`src/hdl/otk_pkg.sv`:
```
`default_nettype none
package otk_pkg;

   localparam int MAX_STRING_CHARS_DEF = 64;
   localparam int MAX_DIGITS_DEF       = 8;
   localparam int PBUF_DEPTH           = 6;
   localparam int KW_COUNT             = 15;

   // token kinds
   localparam logic [4:0] TK_NEWLINE = 5'd0;
   localparam logic [4:0] TK_END     = 5'd1;
   localparam logic [4:0] TK_INT     = 5'd2;
   localparam logic [4:0] TK_DEC     = 5'd3;
   localparam logic [4:0] TK_CHAR    = 5'd4;
   localparam logic [4:0] TK_SLASH   = 5'd5;
   localparam logic [4:0] TK_V       = 5'd6;
   localparam logic [4:0] TK_F       = 5'd9;
   localparam logic [4:0] TK_G       = 5'd10;
   localparam logic [4:0] TK_O       = 5'd11;
   localparam logic [4:0] TK_S       = 5'd12;
   localparam logic [4:0] TK_NONE    = 5'd0;
   localparam logic [4:0] TK_ERROR   = 5'd26;

   // error codes
   localparam logic [2:0] ERR_NONE      = 3'd0;
   localparam logic [2:0] ERR_UNEXPECT  = 3'd1;
   localparam logic [2:0] ERR_DIGITS    = 3'd2;
   localparam logic [2:0] ERR_POINT     = 3'd3;
   localparam logic [2:0] ERR_STRLONG   = 3'd4;

   // characters
   localparam logic [7:0] CH_HASH  = 8'h23;
   localparam logic [7:0] CH_SLASH = 8'h2F;
   localparam logic [7:0] CH_LF    = 8'h0A;
   localparam logic [7:0] CH_CR    = 8'h0D;
   localparam logic [7:0] CH_TAB   = 8'h09;
   localparam logic [7:0] CH_SPACE = 8'h20;
   localparam logic [7:0] CH_MINUS = 8'h2D;
   localparam logic [7:0] CH_POINT = 8'h2E;
   localparam logic [7:0] CH_ZERO  = 8'h30;

   typedef enum logic [2:0] {
      MODE_IDLE,
      MODE_COMMENT,
      MODE_PREFIX,
      MODE_NUMBER,
      MODE_STRING
   } mode_type;

   typedef struct packed {
      logic [4:0]  token_kind;
      logic [23:0] line_number;
      logic [26:0] integer_digits;
      logic [26:0] fraction_digits;
      logic [3:0]  fraction_count;
      logic        is_negative;
      logic [7:0]  char_value;
      logic        string_begins;
      logic [2:0]  error_code;
   } rec_type;

   // results of one item: replayed prefix characters, then up to two others
   typedef struct packed {
      logic [2:0]                  flush_n;
      logic [PBUF_DEPTH-1:0][7:0]  flush_buf;
      logic [23:0]                 flush_line;
      logic [1:0]                  gen_n;
      rec_type [1:0]               gen;
   } batch_type;

   // keyword table, obj entries first then mtl, text left aligned
   localparam logic [47:0] KW_TEXT [KW_COUNT] = '{
      {"vt", 32'd0}, {"vn", 32'd0}, "mtllib", "usemtl",
      "newmtl", {"Ka", 32'd0}, {"Kd", 32'd0}, {"Ks", 32'd0}, {"Ns", 32'd0},
      "map_Ka", "map_Kd", "map_Ks", "map_Ns", {"Ni", 32'd0}, {"illum", 8'd0}
   };
   localparam logic [2:0] KW_LEN [KW_COUNT] = '{
      3'd2, 3'd2, 3'd6, 3'd6, 3'd6, 3'd2, 3'd2, 3'd2, 3'd2,
      3'd6, 3'd6, 3'd6, 3'd6, 3'd2, 3'd5
   };
   localparam logic [4:0] KW_KIND [KW_COUNT] = '{
      5'd7, 5'd8, 5'd13, 5'd14, 5'd15, 5'd16, 5'd17, 5'd18, 5'd19,
      5'd20, 5'd21, 5'd22, 5'd23, 5'd24, 5'd25
   };
   localparam logic KW_MTL [KW_COUNT] = '{
      1'b0, 1'b0, 1'b0, 1'b0, 1'b1, 1'b1, 1'b1, 1'b1, 1'b1,
      1'b1, 1'b1, 1'b1, 1'b1, 1'b1, 1'b1
   };

   function automatic logic [7:0] kw_byte(input logic [3:0] idx, input logic [2:0] pos);
      logic [47:0] t;
      t = KW_TEXT[idx] << {pos, 3'b000};
      return t[47:40];
   endfunction

   function automatic logic is_digit(input logic [7:0] c);
      return (c >= "0") && (c <= "9");
   endfunction

   function automatic logic is_alpha(input logic [7:0] c);
      return ((c >= "a") && (c <= "z")) || ((c >= "A") && (c <= "Z"));
   endfunction

   function automatic logic str_ok(input logic [7:0] c);
      return is_alpha(c) || is_digit(c) || (c == "_") || (c == CH_MINUS) || (c == CH_POINT);
   endfunction

   function automatic logic any_space(input logic [7:0] c);
      return (c == CH_SPACE) || ((c >= 8'd9) && (c <= 8'd13));
   endfunction

   function automatic logic kw_space(input logic [7:0] c);
      return (c == CH_SPACE) || (c == CH_TAB) || (c == CH_LF) || (c == CH_CR);
   endfunction

   // single letter obj keywords, TK_NONE when not one
   function automatic logic [4:0] single_kind(input logic [7:0] c, input logic mtl);
      logic [4:0] k;
      k = TK_NONE;
      if (!mtl) begin
         case (c)
            "v":     k = TK_V;
            "f":     k = TK_F;
            "g":     k = TK_G;
            "o":     k = TK_O;
            "s":     k = TK_S;
            default: k = TK_NONE;
         endcase
      end
      return k;
   endfunction

   function automatic logic [26:0] times10_add(input logic [26:0] acc, input logic [3:0] d);
      return (acc << 3) + (acc << 1) + {23'd0, d};
   endfunction

endpackage
`default_nettype wire

```
`src/hdl/otk_lexer.sv`:
```
`default_nettype none
module otk_lexer #(
   parameter int MAX_STRING_CHARS = otk_pkg::MAX_STRING_CHARS_DEF,
   parameter int MAX_DIGITS       = otk_pkg::MAX_DIGITS_DEF
) (
   input  wire logic              clock,
   input  wire logic              reset,
   input  wire logic              fire,
   input  wire logic [7:0]        text_byte,
   input  wire logic              end_of_text,
   input  wire logic              file_kind,
   output otk_pkg::batch_type     batch
);

   otk_pkg::mode_type mode_ff, mode_in;
   logic [2:0]  kp_ff, kp_in;
   logic [7:0]  pbuf_ff [otk_pkg::PBUF_DEPTH];
   logic [7:0]  pbuf_in [otk_pkg::PBUF_DEPTH];
   logic [otk_pkg::KW_COUNT-1:0] alive_ff, alive_in;
   logic [26:0] iacc_ff, iacc_in, facc_ff, facc_in;
   logic [3:0]  ni_ff, ni_in, nf_ff, nf_in;
   logic        neg_ff, neg_in, pt_ff, pt_in;
   logic [6:0]  slen_ff, slen_in;
   logic [23:0] line_ff, line_in;

   always_comb begin
      logic [3:0]  d;
      logic [otk_pkg::KW_COUNT-1:0] mask, alive0, alive_nx;
      logic        exact_hit, run_idle;
      logic [4:0]  exact_kind, single0;
      logic [1:0]  g;
      otk_pkg::rec_type rec;

      mode_in  = mode_ff;
      kp_in    = kp_ff;
      pbuf_in  = pbuf_ff;
      alive_in = alive_ff;
      iacc_in  = iacc_ff;
      facc_in  = facc_ff;
      ni_in    = ni_ff;
      nf_in    = nf_ff;
      neg_in   = neg_ff;
      pt_in    = pt_ff;
      slen_in  = slen_ff;
      line_in  = line_ff;
      batch    = '0;
      batch.flush_line = line_ff;
      for (int j = 0; j < otk_pkg::PBUF_DEPTH; j++) batch.flush_buf[j] = pbuf_ff[j];
      g        = 2'd0;
      rec      = '0;
      run_idle = 1'b0;
      d        = 4'(text_byte - otk_pkg::CH_ZERO);

      exact_hit  = 1'b0;
      exact_kind = otk_pkg::TK_NONE;
      for (int i = otk_pkg::KW_COUNT - 1; i >= 0; i--) begin
         mask[i]     = otk_pkg::KW_MTL[i] == file_kind;
         alive0[i]   = otk_pkg::kw_byte(4'(i), 3'd0) == text_byte;
         alive_nx[i] = alive_ff[i] && (otk_pkg::KW_LEN[i] > kp_ff) &&
                       (otk_pkg::kw_byte(4'(i), kp_ff) == text_byte);
         if (alive_ff[i] && mask[i] && (otk_pkg::KW_LEN[i] == kp_ff)) begin
            exact_hit  = 1'b1;
            exact_kind = otk_pkg::KW_KIND[i];
         end
      end
      single0 = otk_pkg::single_kind(pbuf_ff[0], file_kind);

      if (end_of_text) begin
         if (mode_ff == otk_pkg::MODE_PREFIX) begin
            batch.flush_n = kp_ff;
         end else if (mode_ff == otk_pkg::MODE_NUMBER) begin
            rec = '0;
            rec.token_kind     = pt_ff ? otk_pkg::TK_DEC : otk_pkg::TK_INT;
            rec.line_number    = line_in;
            rec.integer_digits = iacc_ff;
            rec.fraction_digits = pt_ff ? facc_ff : 27'd0;
            rec.fraction_count = pt_ff ? nf_ff : 4'd0;
            rec.is_negative    = neg_ff;
            batch.gen[g[0]] = rec; g = g + 2'd1;
         end
         rec = '0;
         rec.token_kind  = otk_pkg::TK_END;
         rec.line_number = line_in;
         batch.gen[g[0]] = rec; g = g + 2'd1;
         mode_in = otk_pkg::MODE_IDLE;
         kp_in   = 3'd0;
         slen_in = 7'd0;
         line_in = 24'd0;
      end else begin
         case (mode_ff)
            otk_pkg::MODE_COMMENT: begin
               if (text_byte == otk_pkg::CH_LF) begin
                  mode_in  = otk_pkg::MODE_IDLE;
                  run_idle = 1'b1;
               end
            end
            otk_pkg::MODE_PREFIX: begin
               if ((kp_ff == 3'd1) && (single0 != otk_pkg::TK_NONE) &&
                   otk_pkg::any_space(text_byte)) begin
                  rec = '0;
                  rec.token_kind  = single0;
                  rec.line_number = line_in;
                  batch.gen[g[0]] = rec; g = g + 2'd1;
                  kp_in    = 3'd0;
                  mode_in  = otk_pkg::MODE_IDLE;
                  run_idle = 1'b1;
               end else if (exact_hit && otk_pkg::kw_space(text_byte)) begin
                  rec = '0;
                  rec.token_kind  = exact_kind;
                  rec.line_number = line_in;
                  batch.gen[g[0]] = rec; g = g + 2'd1;
                  kp_in   = 3'd0;
                  mode_in = otk_pkg::MODE_IDLE;
               end else if ((kp_ff < 3'(otk_pkg::PBUF_DEPTH)) && |(alive_nx & mask)) begin
                  pbuf_in[kp_ff] = text_byte;
                  kp_in          = kp_ff + 3'd1;
                  alive_in       = alive_nx;
               end else begin
                  // replay the failed prefix as the start of a string
                  batch.flush_n = kp_ff;
                  slen_in = ({4'd0, kp_ff} < 7'(MAX_STRING_CHARS)) ?
                            {4'd0, kp_ff} : 7'(MAX_STRING_CHARS);
                  mode_in = otk_pkg::MODE_STRING;
                  kp_in   = 3'd0;
                  if (otk_pkg::str_ok(text_byte)) begin
                     rec = '0;
                     rec.line_number = line_in;
                     rec.char_value  = text_byte;
                     if (slen_in >= 7'(MAX_STRING_CHARS)) begin
                        rec.token_kind = otk_pkg::TK_ERROR;
                        rec.error_code = otk_pkg::ERR_STRLONG;
                     end else begin
                        rec.token_kind    = otk_pkg::TK_CHAR;
                        rec.string_begins = slen_in == 7'd0;
                        slen_in = slen_in + 7'd1;
                     end
                     batch.gen[g[0]] = rec; g = g + 2'd1;
                  end else begin
                     mode_in  = otk_pkg::MODE_IDLE;
                     run_idle = 1'b1;
                  end
               end
            end
            otk_pkg::MODE_NUMBER: begin
               if (otk_pkg::is_digit(text_byte)) begin
                  if ((pt_ff && (nf_ff >= 4'(MAX_DIGITS))) ||
                      (!pt_ff && (ni_ff >= 4'(MAX_DIGITS)))) begin
                     rec = '0;
                     rec.token_kind  = otk_pkg::TK_ERROR;
                     rec.line_number = line_in;
                     rec.char_value  = text_byte;
                     rec.error_code  = otk_pkg::ERR_DIGITS;
                     batch.gen[g[0]] = rec; g = g + 2'd1;
                  end else if (pt_ff) begin
                     facc_in = otk_pkg::times10_add(facc_ff, d);
                     nf_in   = nf_ff + 4'd1;
                  end else begin
                     iacc_in = otk_pkg::times10_add(iacc_ff, d);
                     ni_in   = ni_ff + 4'd1;
                  end
               end else if (text_byte == otk_pkg::CH_POINT) begin
                  if (pt_ff) begin
                     rec = '0;
                     rec.token_kind  = otk_pkg::TK_ERROR;
                     rec.line_number = line_in;
                     rec.char_value  = text_byte;
                     rec.error_code  = otk_pkg::ERR_POINT;
                     batch.gen[g[0]] = rec; g = g + 2'd1;
                  end else begin
                     pt_in = 1'b1;
                  end
               end else begin
                  rec = '0;
                  rec.token_kind      = pt_ff ? otk_pkg::TK_DEC : otk_pkg::TK_INT;
                  rec.line_number     = line_in;
                  rec.integer_digits  = iacc_ff;
                  rec.fraction_digits = pt_ff ? facc_ff : 27'd0;
                  rec.fraction_count  = pt_ff ? nf_ff : 4'd0;
                  rec.is_negative     = neg_ff;
                  batch.gen[g[0]] = rec; g = g + 2'd1;
                  mode_in  = otk_pkg::MODE_IDLE;
                  run_idle = 1'b1;
               end
            end
            otk_pkg::MODE_STRING: begin
               if (otk_pkg::str_ok(text_byte)) begin
                  rec = '0;
                  rec.line_number = line_in;
                  rec.char_value  = text_byte;
                  if (slen_ff >= 7'(MAX_STRING_CHARS)) begin
                     rec.token_kind = otk_pkg::TK_ERROR;
                     rec.error_code = otk_pkg::ERR_STRLONG;
                  end else begin
                     rec.token_kind    = otk_pkg::TK_CHAR;
                     rec.string_begins = slen_ff == 7'd0;
                     slen_in = slen_ff + 7'd1;
                  end
                  batch.gen[g[0]] = rec; g = g + 2'd1;
               end else begin
                  mode_in  = otk_pkg::MODE_IDLE;
                  run_idle = 1'b1;
               end
            end
            default: begin
               mode_in  = otk_pkg::MODE_IDLE;
               run_idle = 1'b1;
            end
         endcase

         // byte seen between tokens
         if (run_idle) begin
            if (text_byte == otk_pkg::CH_HASH) begin
               mode_in = otk_pkg::MODE_COMMENT;
            end else if (text_byte == otk_pkg::CH_LF) begin
               line_in = line_in + 24'd1;
               rec = '0;
               rec.token_kind  = otk_pkg::TK_NEWLINE;
               rec.line_number = line_in;
               batch.gen[g[0]] = rec; g = g + 2'd1;
            end else if ((text_byte == otk_pkg::CH_SLASH) && !file_kind) begin
               rec = '0;
               rec.token_kind  = otk_pkg::TK_SLASH;
               rec.line_number = line_in;
               batch.gen[g[0]] = rec; g = g + 2'd1;
            end else if ((text_byte == otk_pkg::CH_SPACE) || (text_byte == otk_pkg::CH_CR) ||
                         (text_byte == otk_pkg::CH_TAB)) begin
               mode_in = otk_pkg::MODE_IDLE;
            end else if (otk_pkg::is_digit(text_byte) || (text_byte == otk_pkg::CH_MINUS)) begin
               mode_in = otk_pkg::MODE_NUMBER;
               facc_in = 27'd0;
               nf_in   = 4'd0;
               pt_in   = 1'b0;
               if (text_byte == otk_pkg::CH_MINUS) begin
                  neg_in  = 1'b1;
                  iacc_in = 27'd0;
                  ni_in   = 4'd0;
               end else begin
                  neg_in  = 1'b0;
                  iacc_in = {23'd0, d};
                  ni_in   = 4'd1;
               end
            end else if ((otk_pkg::single_kind(text_byte, file_kind) != otk_pkg::TK_NONE) ||
                         |(alive0 & mask)) begin
               pbuf_in[0] = text_byte;
               kp_in      = 3'd1;
               alive_in   = alive0;
               mode_in    = otk_pkg::MODE_PREFIX;
            end else if (otk_pkg::str_ok(text_byte)) begin
               mode_in = otk_pkg::MODE_STRING;
               slen_in = 7'd1;
               rec = '0;
               rec.token_kind    = otk_pkg::TK_CHAR;
               rec.line_number   = line_in;
               rec.char_value    = text_byte;
               rec.string_begins = 1'b1;
               batch.gen[g[0]] = rec; g = g + 2'd1;
            end else begin
               rec = '0;
               rec.token_kind  = otk_pkg::TK_ERROR;
               rec.line_number = line_in;
               rec.char_value  = text_byte;
               rec.error_code  = otk_pkg::ERR_UNEXPECT;
               batch.gen[g[0]] = rec; g = g + 2'd1;
            end
         end
      end
      batch.gen_n = g;
   end

   always_ff @(posedge clock) begin
      if (reset) begin
         mode_ff  <= otk_pkg::MODE_IDLE;
         kp_ff    <= 3'd0;
         alive_ff <= '0;
         iacc_ff  <= 27'd0;
         facc_ff  <= 27'd0;
         ni_ff    <= 4'd0;
         nf_ff    <= 4'd0;
         neg_ff   <= 1'b0;
         pt_ff    <= 1'b0;
         slen_ff  <= 7'd0;
         line_ff  <= 24'd0;
      end else if (fire) begin
         mode_ff  <= mode_in;
         kp_ff    <= kp_in;
         alive_ff <= alive_in;
         iacc_ff  <= iacc_in;
         facc_ff  <= facc_in;
         ni_ff    <= ni_in;
         nf_ff    <= nf_in;
         neg_ff   <= neg_in;
         pt_ff    <= pt_in;
         slen_ff  <= slen_in;
         line_ff  <= line_in;
      end
   end

   always_ff @(posedge clock) begin
      if (fire) begin
         pbuf_ff <= pbuf_in;
      end
   end

endmodule
`default_nettype wire

```
`src/hdl/otk_outbuf.sv`:
```
`default_nettype none
module otk_outbuf #(
   parameter int MAX_STRING_CHARS = otk_pkg::MAX_STRING_CHARS_DEF
) (
   input  wire logic               clock,
   input  wire logic               reset,
   input  wire logic               load,
   input  wire otk_pkg::batch_type batch,
   output logic                    free,
   output logic                    rsp_valid,
   input  wire logic               rsp_stall,
   output otk_pkg::rec_type        rsp_rec,
   output logic                    rsp_last
);

   logic [2:0]  flush_left_ff, flush_left_in, flush_pos_ff, flush_pos_in;
   logic [1:0]  gen_left_ff, gen_left_in;
   logic        gen_pos_ff, gen_pos_in;
   logic [otk_pkg::PBUF_DEPTH-1:0][7:0] flush_buf_ff;
   logic [23:0] flush_line_ff;
   otk_pkg::rec_type [1:0] gen_ff;
   logic        take;

   always_comb begin
      rsp_valid = (flush_left_ff != 3'd0) || (gen_left_ff != 2'd0);
      rsp_last  = ({1'b0, flush_left_ff} + {2'd0, gen_left_ff}) == 4'd1;
      take      = rsp_valid && !rsp_stall;
      free      = !rsp_valid || (take && rsp_last);
      rsp_rec   = '0;
      if (flush_left_ff != 3'd0) begin
         rsp_rec.line_number = flush_line_ff;
         rsp_rec.char_value  = flush_buf_ff[flush_pos_ff];
         // replayed characters past the string limit turn into errors
         if ({4'd0, flush_pos_ff} >= 7'(MAX_STRING_CHARS)) begin
            rsp_rec.token_kind = otk_pkg::TK_ERROR;
            rsp_rec.error_code = otk_pkg::ERR_STRLONG;
         end else begin
            rsp_rec.token_kind    = otk_pkg::TK_CHAR;
            rsp_rec.string_begins = flush_pos_ff == 3'd0;
         end
      end else begin
         rsp_rec = gen_ff[gen_pos_ff];
      end
   end

   always_comb begin
      flush_left_in = flush_left_ff;
      flush_pos_in  = flush_pos_ff;
      gen_left_in   = gen_left_ff;
      gen_pos_in    = gen_pos_ff;
      if (load) begin
         flush_left_in = batch.flush_n;
         flush_pos_in  = 3'd0;
         gen_left_in   = batch.gen_n;
         gen_pos_in    = 1'b0;
      end else if (take) begin
         if (flush_left_ff != 3'd0) begin
            flush_left_in = flush_left_ff - 3'd1;
            flush_pos_in  = flush_pos_ff + 3'd1;
         end else begin
            gen_left_in = gen_left_ff - 2'd1;
            gen_pos_in  = gen_pos_ff + 1'b1;
         end
      end
   end

   always_ff @(posedge clock) begin
      if (reset) begin
         flush_left_ff <= 3'd0;
         flush_pos_ff  <= 3'd0;
         gen_left_ff   <= 2'd0;
         gen_pos_ff    <= 1'b0;
      end else begin
         flush_left_ff <= flush_left_in;
         flush_pos_ff  <= flush_pos_in;
         gen_left_ff   <= gen_left_in;
         gen_pos_ff    <= gen_pos_in;
      end
   end

   always_ff @(posedge clock) begin
      if (load) begin
         flush_buf_ff  <= batch.flush_buf;
         flush_line_ff <= batch.flush_line;
         gen_ff        <= batch.gen;
      end
   end

`ifndef SYNTHESIS
   a_load_free: assert property (@(posedge clock) disable iff (reset) load |-> free)
      else $error("batch loaded while results pending");
   a_flush_span: assert property (@(posedge clock) disable iff (reset)
      ({1'b0, flush_pos_ff} + {1'b0, flush_left_ff}) <= 4'(otk_pkg::PBUF_DEPTH))
      else $error("prefix replay beyond buffer");
   a_gen_span: assert property (@(posedge clock) disable iff (reset)
      ({1'b0, gen_pos_ff} + gen_left_ff) <= 2'd2)
      else $error("result slot overrun");
   a_keep_going: assert property (@(posedge clock) disable iff (reset)
      (take && !rsp_last) |=> rsp_valid)
      else $error("results lost before last");
`endif

endmodule
`default_nettype wire

```
`src/hdl/obj_mtl_text_tokenizer.sv`:
```
// OBJ / MTL text tokenizer
// req channel: one text byte per transaction, or an end-of-text mark
//   (req_end_of_text high, byte ignored). csr_write_enable loads
//   csr_write_data into the file kind register (0 obj, 1 mtl); write it only
//   while no transaction is in flight.
// rsp channel: one token per transaction; rsp_last_result marks the final
//   token caused by one input byte. A byte can cause zero to seven tokens.
// path: a byte is registered in the input register on acceptance; when the
//   lexer fires, its tokens are loaded into the result buffer and driven on rsp.
// throughput: one byte per cycle while each byte gives at most one token and
//   rsp_stall is low; a byte with more tokens holds the input until its last
//   token is taken; the result buffer sends one token a cycle unless stalled.
// stall: while rsp_stall is high the token and its fields hold, the input
//   register fills and req_stall rises; no data is lost.
// reset: synchronous, clears the lexer to idle, line count to zero, drops
//   pending tokens and selects obj keywords.
`default_nettype none
module obj_mtl_text_tokenizer #(
   parameter int MAX_STRING_CHARS = otk_pkg::MAX_STRING_CHARS_DEF,
   parameter int MAX_DIGITS       = otk_pkg::MAX_DIGITS_DEF
) (
   input  wire logic        clock,
   input  wire logic        reset,
   input  wire logic        csr_write_enable,
   input  wire logic        csr_write_data,
   input  wire logic        req_valid,
   output logic             req_stall,
   input  wire logic [7:0]  req_text_byte,
   input  wire logic        req_end_of_text,
   output logic             rsp_valid,
   input  wire logic        rsp_stall,
   output logic [4:0]       rsp_token_kind,
   output logic [23:0]      rsp_line_number,
   output logic [26:0]      rsp_integer_digits,
   output logic [26:0]      rsp_fraction_digits,
   output logic [3:0]       rsp_fraction_count,
   output logic             rsp_is_negative,
   output logic [7:0]       rsp_char_value,
   output logic             rsp_string_begins,
   output logic [2:0]       rsp_error_code,
   output logic             rsp_last_result
);

   logic       file_kind_ff;
   logic       in_valid_ff;
   logic [7:0] in_byte_ff;
   logic       in_eot_ff;
   logic       free, fire;
   otk_pkg::batch_type batch;
   otk_pkg::rec_type   rec;

   assign fire      = in_valid_ff && free;
   assign req_stall = in_valid_ff && !free;

   always_ff @(posedge clock) begin
      if (reset) begin
         file_kind_ff <= 1'b0;
         in_valid_ff  <= 1'b0;
      end else begin
         if (csr_write_enable) begin
            file_kind_ff <= csr_write_data;
         end
         if (!req_stall) begin
            in_valid_ff <= req_valid;
         end
      end
   end

   always_ff @(posedge clock) begin
      if (!req_stall) begin
         in_byte_ff <= req_text_byte;
         in_eot_ff  <= req_end_of_text;
      end
   end

   otk_lexer #(
      .MAX_STRING_CHARS(MAX_STRING_CHARS),
      .MAX_DIGITS(MAX_DIGITS)
   ) u_lexer (
      .clock(clock),
      .reset(reset),
      .fire(fire),
      .text_byte(in_byte_ff),
      .end_of_text(in_eot_ff),
      .file_kind(file_kind_ff),
      .batch(batch)
   );

   otk_outbuf #(
      .MAX_STRING_CHARS(MAX_STRING_CHARS)
   ) u_outbuf (
      .clock(clock),
      .reset(reset),
      .load(fire),
      .batch(batch),
      .free(free),
      .rsp_valid(rsp_valid),
      .rsp_stall(rsp_stall),
      .rsp_rec(rec),
      .rsp_last(rsp_last_result)
   );

   assign rsp_token_kind      = rec.token_kind;
   assign rsp_line_number     = rec.line_number;
   assign rsp_integer_digits  = rec.integer_digits;
   assign rsp_fraction_digits = rec.fraction_digits;
   assign rsp_fraction_count  = rec.fraction_count;
   assign rsp_is_negative     = rec.is_negative;
   assign rsp_char_value      = rec.char_value;
   assign rsp_string_begins   = rec.string_begins;
   assign rsp_error_code      = rec.error_code;

endmodule
`default_nettype wire

```
`config.mk`:
```
export PLATFORM = sky130hd
export DESIGN_NAME = obj_mtl_text_tokenizer
export DESIGN_NICKNAME = d
export VERILOG_FILES = /design/src/hdl/otk_pkg.sv /design/src/hdl/otk_lexer.sv /design/src/hdl/otk_outbuf.sv /design/src/hdl/obj_mtl_text_tokenizer.sv
export SDC_FILE = /design/constraint.sdc
export NUM_CORES = 1
export LEC_CHECK = 0
export ABC_AREA = 1
export BUFFER_PORTS_ARGS = -buffer_cell sky130_fd_sc_hd__buf_2
export CORE_MARGIN = 2
export CORE_UTILIZATION = 60
export DETAILED_ROUTE_END_ITERATION = 16
export PLACE_DENSITY = 0.84
export SYNTH_ARGS = -nofsm -noshare
export SYNTH_HDL_FRONTEND = slang
export SYNTH_SLANG_ARGS = --single-unit
```
`constraint.sdc`:
```
create_clock -name clock -period 20.1 [get_ports clock]
set_input_delay 1.005 -clock clock [delete_from_list [all_inputs] [get_ports clock]]
set_output_delay 1.005 -clock clock [all_outputs]
set_load 0.01 [all_outputs]
```
==> flow_summary_export.csv <==
group,metric,value,unit
run,maxCapViolCount,0,
clocking,insertion_delay,580,ps
setup_path,critPathMaxFanout,50,
pwr,clkPwrFrac,30.0,%
cells_and_area,multi_input_area,11810,sq um
sta,slew_headroom,19.45,%
synth,ys_seq_area_share,44.02,%
pwr,p_comb_share,30.7,%
pwr,power.internal,1.658,mW
pwr,fin_total_pwr,2.623,mW
cells_and_area,num-fill-cells,3292,
synth,syn_area,23850,sq um
synth,synthFlopType,"edfxtp_1",
clocking,cts_buffers,43,
setup_path,arrival,6250,ps
synth,yosys.cell_types.count,55,
drt,firstDrtPassIters,8,
cells_and_area,area_delta_synth_final,9.380,%
cells_and_area,register_area,10500,sq um
clocking,tritoncts,"built",
synth,ys_ff_latch,392,
pwr,leakage,10.64,nW
drt,drt_iter0_drc,2483,
grt,grt_use_total,34.73,%
floorplan,die_h,203.4,um
grt,grt_pass1_wl,113900,um
worst_hold_path,holdPathStages,0,
clocking,cts.htree.levels,2,
drt,dr_total_vias,22600,
setup_path,worstRegToRegCells,15,
pwr,pwr-share-seq,39.3,%
pwr,p_sw,0.9651,mW
clocking,holdBufCountCts,0,
sta,period_share,29.61,%
drt,routed_wl,72560,um
clocking,cts.sinks,392,
setup_path,r2r_start,"in_byte_ff[4]",
placed_design,placed_cell_area,24700,sq um
grt,grt_start_max_net_pins,102,
clocking,post_cts_resized,0,
sta,fmax,0.1680,GHz
placed_design,port_buffers,117,
floorplan,rows,73,
placed_design,dp_hpwl,48130,um
clocking,cts.reportedPaths.clkPinSlew,60,ps
grt,grt.overflow.total,0,
cells_and_area,stdcell_count,3680,
synth,postSynth.asyncResetShare,0,%
setup_path,cp.required,20400,ps
floorplan,core_area,39460,sq um
floorplan,die_area,41360,sq um
floorplan,ioPinCount,118,
drt,drc,0,
floorplan,start_util,60.45,%
sta,hold_viol,0,
drt,routedWlPerCell,19.72,um
clocking,root_buffer,"clkbuf_16",
setup_path,cp-start-kind,"flip-flop",
pwr,ir_worst_vdd,0.0001002,V
run_status,status,"complete, no violations",
synth,yosys_warnings,0,
floorplan,die_w,203.4,um
sta,setup_viol,0,
cells_and_area,mostFrequentLayoutCells,"nand2_1 (759), nor2_1 (380), edfxtp_1 (265)",
setup_path,timing.rr.end,"u_outbuf.gen_ff[76]",
pwr,sw_frac_of_total,36.80,%
placed_design,gp_congestion,0.9735,
worst_hold_path,hp-class,"flip-flop to flip-flop",
sta,maxSlewViolCount,0,
worst_hold_path,hold_end,"u_outbuf.flush_buf_ff[11]",
setup_path,crit_type,"flip-flop to flip-flop",
pwr,p_per_area,100.5,nW/um^2
cells_and_area,layout_commonest_cell,"nand2_1",
cells_and_area,stdcell_area,26090,sq um
sta,min_period,5951,ps
cells_and_area,drive_gt1_share,8.494,%
sta,finalSetupTns,0,ps
drt,viasPerCell,6.142,
sta,rsz0062_at_grt,"false",
grt,antenna_found_initial,0,
synth,synth_edf_count,265,
sta,tightestPinTransition,1208,ps
grt,grt_pass1_vias,21200,
setup_path,r2r_slack,14150,ps
setup_path,cp-end-kind,"flip-flop",
synth,syn_inst,3077,
cells_and_area,fin_nets,3259,
placed_design,place_inst,3600,
drt,detail-route-antenna-nets,0,
worst_hold_path,min_from,"u_lexer.batch[237]",
clocking,clock_path_buffers,3,
cells_and_area,n_antenna_cell,0,
synth,syn_area_per_cell,7.752,sq um
clocking,cts_setup_buffers,0,
sta,fin_skew,17.65,ps
synth,syn_nets,3216,
## state kept, by name (all words and copies together), names as in the netlist, 7 cells and up
name,cells
u_lexer.facc_ff,27
u_lexer.iacc_ff,27
u_outbuf.gen_ff,136
u_outbuf.flush_buf_ff,48
u_lexer.line_ff,24
u_lexer.slen_ff,7
in_byte_ff,8
u_lexer.alive_ff,15
u_lexer.batch,48
u_outbuf.flush_line_ff,24
## metrics by stage
stage	worst slack [ps]	utilization (%)	hold WS, ps
2_1_floorplan	10400	-	400.3
6_report	14150	66.12	413.4
4_1_cts	14390	66.12	416.4
3_5_place_dp	14430	62.59	404.5
5_1_grt	13750	66.12	421.3
3_3_place_gp	14630	62.59	400.9
## power groups by stage
stage | registers (mW) | logic, mW | clock network [mW]
floorplan | 1.05 | 0.487 | 0
CTS | 1.03 | 0.796 | 0.791
global placement | 1.04 | 0.771 | 0
finish | 1.03 | 0.805 | 0.786
global route | 1.04 | 0.874 | 0.823
detailed placement | 1.05 | 0.789 | 0
## layout make-up
class	instances	area share, %
clock buffer	59	4.551
clock inverter	21	0.7865
inverter	250	3.607
multi-input combinational	2289	45.26
sequential	392	40.25
tap	525	2.518
timing repair buffer	144	3.031
## kinds of logic after synthesis
group	synth area share, %
AOI/OAI and AO/OA	15.03
xor gates and xnor gates	2.277
adders and majority gates	6.662
buffers and inverters	6.604
DFF	44.02
muxes	0.04197
and+or+nand+nor	25.36
## worst max path at each step
stage	from	end	slack, ps	depth (start not counted)
2_1_floorplan	u_outbuf.gen_left_ff[0]	u_lexer.batch[242]	10400	15
3_3_place_gp	u_lexer.kp_ff[1]	u_outbuf.gen_ff[74]	14630	19
3_5_place_dp	u_lexer.kp_ff[1]	u_outbuf.gen_ff[34]	14430	19
4_1_cts	in_byte_ff[4]	u_outbuf.gen_ff[34]	14390	15
5_1_grt	in_byte_ff[4]	u_outbuf.gen_ff[32]	13750	15
6_report	in_byte_ff[4]	u_outbuf.gen_ff[76]	14150	15
## critical path, stage by stage (launching register included)
cell      delay (ps)
edfxtp_1         790
inv_1            440
nand3_1          290
inv_1             80
nand2_1          130
nand2_1          110
inv_2            120
nand3_1          420
inv_2            290
nor2_1           110
nor2_1           190
nand3_4          510
nor2_4           870
nand2_1          860
nand2_1          300
o22ai_1          120
## synthesized netlist by cell type (3+ instances only)
cell type  number  area, sq um
nor3_1         63        315.3
nand2_2         5        31.28
dfxtp_1       127         2542
xnor2_1        20        175.2
fa_1            5        100.1
nand2_1       759         2849
o22ai_1        36        225.2
o21a_1          4        30.03
a31oi_1        10        62.56
clkinv_1        5        18.77
inv_2          18        67.56
o31ai_1         4        30.03
o21bai_1        3        22.52
buf_2          38        190.2
nor2_1        384         1441
nor4_1         10        62.56
a211oi_1        5        37.54
o32ai_1        11        96.34
xor2_1         42        367.9
nand3_1       183        915.9
a22oi_1        16        120.1
clkbuf_1       90        337.8
a31o_2          4        35.03
or2_2           9        56.30
edfxtp_1      265         7958
o21ai_1         3        15.01
nand3b_1        3        22.52
o221ai_1        9        78.83
buf_1           9        33.78
a21boi_0       12        90.09
a21o_1          6        45.04
buf_4           7        52.55
ha_1          119         1489
o211ai_1       35        262.8
nor2_4          4        45.04
nand4_1        31        193.9
a21oi_1       247         1236
inv_1         227        852.1
o21ai_0       227         1136
## layer usage
layer  vias up  share of wire [%]  GRT usage [%]
li1      10570                  -              -
met1     10560                 40          46.48
met2      1259                 46          56.06
met3       215                9.7          5.960
met4         0                4.0          14.44
met5         -                  0              0
Note: power is estimated with default switching activity, not from simulation.
